--- src/rtl/pkdf_pkg.sv ---
package pkdf_pkg;

	localparam int QDEPTH = 4;
	localparam int QAW = 2;

	localparam logic [1:0] MODE_PW    = 2'd0;
	localparam logic [1:0] MODE_SALT  = 2'd1;
	localparam logic [1:0] MODE_START = 2'd2;

	localparam logic [7:0] IPAD_BYTE = 8'h36;
	localparam logic [7:0] OPAD_BYTE = 8'h5C;
	localparam logic [7:0] PAD_MARK  = 8'h80;
	localparam logic [6:0] MAX_KEY_BYTES = 7'd64;

	localparam logic [0:0] REG_ITER   = 1'b0;
	localparam logic [0:0] REG_KEYLEN = 1'b1;

	localparam logic [255:0] SHA_IV = {
		32'h6a09e667, 32'hbb67ae85, 32'h3c6ef372, 32'ha54ff53a,
		32'h510e527f, 32'h9b05688c, 32'h1f83d9ab, 32'h5be0cd19};

	typedef struct packed {
		logic [1:0] mode;
		logic [7:0] data;
	} item_t;

	typedef enum logic [2:0] {
		ST_IDLE,
		ST_FILL,
		ST_KICK,
		ST_COMP,
		ST_EMIT
	} state_t;

	typedef enum logic [2:0] {
		OP_KEYHASH,
		OP_IPAD,
		OP_OPAD,
		OP_INNER_SALT,
		OP_OUTER,
		OP_INNER_CHAIN
	} op_t;

	function automatic logic [31:0] round_k(input logic [5:0] idx);
		logic [31:0] k [64];
		k = '{
			32'h428a2f98, 32'h71374491, 32'hb5c0fbcf, 32'he9b5dba5, 32'h3956c25b,
			32'h59f111f1, 32'h923f82a4, 32'hab1c5ed5, 32'hd807aa98, 32'h12835b01,
			32'h243185be, 32'h550c7dc3, 32'h72be5d74, 32'h80deb1fe, 32'h9bdc06a7,
			32'hc19bf174, 32'he49b69c1, 32'hefbe4786, 32'h0fc19dc6, 32'h240ca1cc,
			32'h2de92c6f, 32'h4a7484aa, 32'h5cb0a9dc, 32'h76f988da, 32'h983e5152,
			32'ha831c66d, 32'hb00327c8, 32'hbf597fc7, 32'hc6e00bf3, 32'hd5a79147,
			32'h06ca6351, 32'h14292967, 32'h27b70a85, 32'h2e1b2138, 32'h4d2c6dfc,
			32'h53380d13, 32'h650a7354, 32'h766a0abb, 32'h81c2c92e, 32'h92722c85,
			32'ha2bfe8a1, 32'ha81a664b, 32'hc24b8b70, 32'hc76c51a3, 32'hd192e819,
			32'hd6990624, 32'hf40e3585, 32'h106aa070, 32'h19a4c116, 32'h1e376c08,
			32'h2748774c, 32'h34b0bcb5, 32'h391c0cb3, 32'h4ed8aa4a, 32'h5b9cca4f,
			32'h682e6ff3, 32'h748f82ee, 32'h78a5636f, 32'h84c87814, 32'h8cc70208,
			32'h90befffa, 32'ha4506ceb, 32'hbef9a3f7, 32'hc67178f2};
		return k[idx];
	endfunction

endpackage

--- src/rtl/pkdf_front.sv ---
module pkdf_front (
	input  logic            clk,
	input  logic            arst_n,
	input  logic            start,
	input  logic [1:0]      mode,
	input  logic [7:0]      data_byte,
	output logic            busy,
	output logic            q_valid,
	output pkdf_pkg::item_t q_item,
	input  logic            q_pop
);

	pkdf_pkg::item_t         mem_q [pkdf_pkg::QDEPTH];
	logic [pkdf_pkg::QAW-1:0] wr_q, rd_q;
	logic [pkdf_pkg::QAW:0]   cnt_q;
	logic                     push;
	logic                     do_pop;

	assign busy    = (cnt_q == (pkdf_pkg::QAW+1)'(pkdf_pkg::QDEPTH));
	assign q_valid = (cnt_q != '0);
	assign q_item  = mem_q[rd_q];

	// The unused mode code is accepted and then dropped here.
	assign push   = start && !busy && (mode == pkdf_pkg::MODE_PW ||
		mode == pkdf_pkg::MODE_SALT || mode == pkdf_pkg::MODE_START);
	assign do_pop = q_pop && q_valid;

	always_ff @(posedge clk) begin
		if (push) begin
			mem_q[wr_q] <= '{mode: mode, data: data_byte};
		end
	end

	always_ff @(posedge clk or negedge arst_n) begin
		if (!arst_n) begin
			wr_q  <= '0;
			rd_q  <= '0;
			cnt_q <= '0;
		end else begin
			if (push) begin
				wr_q <= wr_q + 1'b1;
			end
			if (do_pop) begin
				rd_q <= rd_q + 1'b1;
			end
			cnt_q <= cnt_q + (pkdf_pkg::QAW+1)'(push) - (pkdf_pkg::QAW+1)'(do_pop);
		end
	end

	a_no_over: assert property (@(posedge clk) disable iff (!arst_n)
		cnt_q <= (pkdf_pkg::QAW+1)'(pkdf_pkg::QDEPTH))
		else $error("queue count beyond depth");
	a_pop_valid: assert property (@(posedge clk) disable iff (!arst_n)
		(q_pop && !push) |=> cnt_q == $past(cnt_q) - (pkdf_pkg::QAW+1)'($past(q_valid)))
		else $error("pop did not drain the queue");
	a_full_busy: assert property (@(posedge clk) disable iff (!arst_n)
		(busy && !q_pop) |=> busy)
		else $error("queue lost entries while full");

endmodule

--- config.mk ---
export PLATFORM = sky130hd
export DESIGN_NAME = pkdf_front
export DESIGN_NICKNAME = d
export VERILOG_FILES = /design/src/rtl/pkdf_pkg.sv /design/src/rtl/pkdf_front.sv
export SDC_FILE = /design/constraint.sdc
export NUM_CORES = 1
export LEC_CHECK = 0
export ABC_CLOCK_PERIOD_IN_PS = 3610
export BUFFER_PORTS_ARGS = -buffer_cell sky130_fd_sc_hd__buf_2
export CORE_MARGIN = 2
export CORE_UTILIZATION = 50
export CTS_BUF_LIST = sky130_fd_sc_hd__clkbuf_8
export CTS_CLUSTER_SIZE = 40
export DETAILED_ROUTE_END_ITERATION = 16
export PLACE_DENSITY = 0.71
export SYNTH_ARGS = -nofsm -noshare
export SYNTH_HDL_FRONTEND = slang
export SYNTH_SLANG_ARGS = --single-unit
export TNS_END_PERCENT = 5
--- constraint.sdc ---
create_clock -name clk -period 3.61 [get_ports clk]
set_input_delay 1.083 -clock clk [delete_from_list [all_inputs] [get_ports clk]]
set_output_delay 1.083 -clock clk [all_outputs]
set_load 0.05 [all_outputs]
==> impl_metrics.csv <==
group,metric,value,unit
outcome,status,"finished, final reports clean",
global_routing,grt_max_degree,15,
sta,rsz0062_at_grt,"no",
synthesis,synth_commonest_cells,"40 x edfxtp_1, 10 x mux4_2, 7 x dfrtp_1, 7 x inv_1, 6 x ha_1",
pwr,p_seq_share,43.0,%
synthesis,synthSimpleGateAreaFrac,3.06,%
synthesis,synth_edf_count,40,
synthesis,synth_top_family_by_area,"multiplexers",
synthesis,synth_fa_ha_area_share,5.05,%
finish,drive_gt1_share,41.7,%
synthesis,yosys.area.top_type,"edfxtp_1",
worst_setup_path,required,2.53,ns
worst_setup_path,timing.rr.end,"cnt_q[2]$_DFF_PN0_",
worst_setup_path,crit_type,"flip-flop to output pin",
pwr,netSwitchingFraction,39.3,%
worst_setup_path,reg2reg_depth,10,
synthesis,synthMuxAreaShare,12.8,%
floorplanning,die_x,65.4,um
global_routing,grt_pass1_vias,960,
job,maxCapViolCount,0,
placement,dpl.hpwl,2040,um
clocking,cts_setup_buffers,0,
clocking,clockBufferDepth,2,
global_routing,grt_overflow,0,
placement,place.gp.congestion,0.666,
floorplanning,num_rows,22,
synthesis,synth_top_area_share,63.8,%
worst_hold_path,hp-class,"flip-flop to flip-flop",
worst_setup_path,r2r-start,"cnt_q[2]$_DFF_PN0_",
finish,antennaDiodeCount,0,
synthesis,netlist_area,1880,um2
global_routing,grt_first_pass_wirelength,4770,um
worst_setup_path,crit_chain,"buf_4, mux4_2, buf_2",
clocking,cts_root_buf,"clkbuf_8",
worst_hold_path,hold_end,"wr_q[1]$_DFFE_PN0P_",
worst_setup_path,reg2reg_slack,1.22,ns
floorplanning,core_area,3630,um2
synthesis,synth_xor_area_share,2.33,%
worst_hold_path,worstHoldStart,"wr_q[1]$_DFFE_PN0P_",
floorplanning,dieArea,4270,um2
routing,wire_per_inst,17.6,um
routing,drc,0,
clocking,cts_sinks,47,
global_routing,grt_usage,16.5,%
synthesis,ys_types,18,
worst_setup_path,cpMaxStageDelayCell,"mux4_2",
pwr,clkPwrFrac,16.7,%
pwr,p_sw,735,uW
sta,hold_viol_final,0,
finish,fillers,294,
synthesis,syn-num-nets,109,
placement,io_buffer_count,25,
clocking,htree_num_levels,2,
clocking,cts_buffers,5,
finish,fin_nets,140,
pwr,design_power_total,1870,uW
synthesis,yosysWarnings,0,
global_routing,antenna_found_initial,0,
sta,fin_tns_setup,0,ns
synthesis,synth_compound_area_share,1.60,%
routing,drt_pass1_iterations,4,
pwr,ir_drop,0.000380,V
worst_hold_path,whs_path_depth,1,
clocking,postCtsHoldBufs,0,
synthesis,synth-async-reset-ratio,14.9,%
pwr,power_frac_comb,40.3,%
routing,via_count,877,
clocking,ctsResizeCount,0,
worst_setup_path,crit_fanout,8,
floorplanning,start_util,51.8,%
routing,drt-initial-drc-count,48,
worst_setup_path,end_kind,"output pin",
sta,setup_viol_count_final,0,
floorplanning,fp.dieH,65.4,um
synthesis,synth.most_common_cell,"edfxtp_1",
sta,tightest_slew,0.560,ns
synthesis,ys_ff_latch,47,
pwr,p_leak,0.000801,uW
worst_setup_path,cp_data_arrival_time,1.84,ns
sta,fmax,342,MHz
finish,syn_to_final_growth,14.4,%
sta,fin_crit,2.92,ns
worst_setup_path,start_kind,"flip-flop",
pwr,power_report.internal_total,1130,uW
routing,wirelength,2950,um
sta,maxSlewHeadroom,62.7,%
floorplanning,io_pins,26,
sta,skew,0.00372,ns
clocking,cts_tree,"done",
clocking,clkLatencyLatePin,0.29,ns
worst_setup_path,slowest_delay,0.54,ns
synthesis,synth-main-ff-cell,"edfxtp_1",
sta,fin_crit_sh,81.0,%
synthesis,seq_area_frac_synth,73.1,%
routing,ant_nets,0,
synthesis,syn-mean-instance-area,21.4,um2
sta,drv_slew,0,
clocking,clkTransAtPathRegs,0.08,ns
routing,vias_per_cell,5.22,
synthesis,synthCells,88,
pwr,power_per_cell_area,868,nW/um2
synthesis,synth_area_leaders,"edfxtp_1 64%, mux4_2 12%, dfrtp_1 9.3%",
flip-flops by register name, indices dropped and copies added (netlist names):
name,count
mem_q,40
cnt_q,3
rd_q,2
wr_q,2
routing by layer:
metal  global-route usage, %  vias to the layer above  wire length (um)
met5                       0                        -                 0
met4                    7.29                        0                61
met3                    5.31                        6               116
met2                    29.2                       18              1650
met1                    18.0                      453              1120
li1                        -                      400                 -
worst max path at each step:
| stage | startpoint | endpoint | slack (ns) |
|---|---|---|---|
| final | rd_q[0]$_DFFE_PN0P_ | q_item[8] | 0.69 |
| after CTS | rd_q[0]$_DFFE_PN0P_ | q_item[8] | 0.63 |
| after detailed placement | mode[0] | cnt_q[2]$_DFF_PN0_ | 0.55 |
| after global routing | rd_q[0]$_DFFE_PN0P_ | q_item[8] | 0.56 |
| after global placement | mode[0] | cnt_q[2]$_DFF_PN0_ | 0.69 |
| after floorplan | mode[0] | cnt_q[2]$_DFF_PN0_ | 0.89 |
stage by stage:
stage                     instances  worst slack [ns]  hold slack, ns  cell area [um2]  util, %
final                           168             0.686           0.590             2150     59.3
after global placement          160             0.687           0.555             2060     56.7
after CTS                       168             0.628           0.595             2150     59.3
after floorplan                  88             0.894           0.535             1880        -
after detailed placement        160             0.555           0.575             2060     56.7
after global routing            168             0.559           0.610             2150     59.3
power by group through the flow:
stage / clock [uW] / sequential [uW] / combinational (uW)
6_report: 313 / 804 / 753
5_1_grt: 341 / 823 / 811
4_1_cts: 320 / 809 / 765
3_5_place_dp: 0 / 820 / 767
3_3_place_gp: 0 / 810 / 744
2_1_floorplan: 0 / 771 / 647
cell type report:
| type | count | area (um2) | share of cell area [%] |
|---|---|---|---|
| flip-flops and latches | 47 | 1380 | 63.9 |
| clock inverters | 2 | 8.76 | 0.407 |
| clock buffers | 6 | 82.6 | 3.83 |
| repair buffers | 26 | 133 | 6.16 |
| inverters | 7 | 26.3 | 1.22 |
| well taps | 48 | 60.1 | 2.79 |
| multi-input cells | 32 | 467 | 21.7 |
worst max-delay path, delay by kind of cell, from the launching register on:
family,cells,cell delay [ns]
muxes,1,0.54
buffers and inverters,2,0.50
DFF,1,0.51
kinds of logic after synthesis:
kind of cell             Yosys count
AO/OA/AOI/OAI                      2
XOR/XNOR                           5
adder cells (fa/ha/maj)            7
buffers and inverters              9
flip-flops                        47
multiplexers                      11
AND/OR/NAND/NOR                    7
cells in the final DEF (no fill, tap or decap):
| master | netlist | routed |
|---|---|---|
| edfxtp_1 | 40 | 40 |
| buf_2 | 1 | 25 |
| mux4_2 | 10 | 10 |
| inv_1 | 7 | 8 |
| dfrtp_1 | 7 | 7 |
| ha_1 | 6 | 6 |
| clkbuf_8 | 0 | 6 |
| xnor2_1 | 4 | 4 |
| and2_1 | 2 | 2 |
| and2_2 | 2 | 2 |
| o31a_2 | 1 | 1 |
| nor3b_4 | 1 | 1 |
| a211oi_4 | 1 | 1 |
| or3_2 | 1 | 1 |
| xor2_1 | 1 | 1 |
| mux2_4 | 1 | 1 |
| nand2_1 | 1 | 1 |
| fa_1 | 1 | 1 |
| clkinv_2 | 0 | 1 |
| buf_4 | 1 | 1 |
No activity file was read; power rests on OpenSTA's default activity.
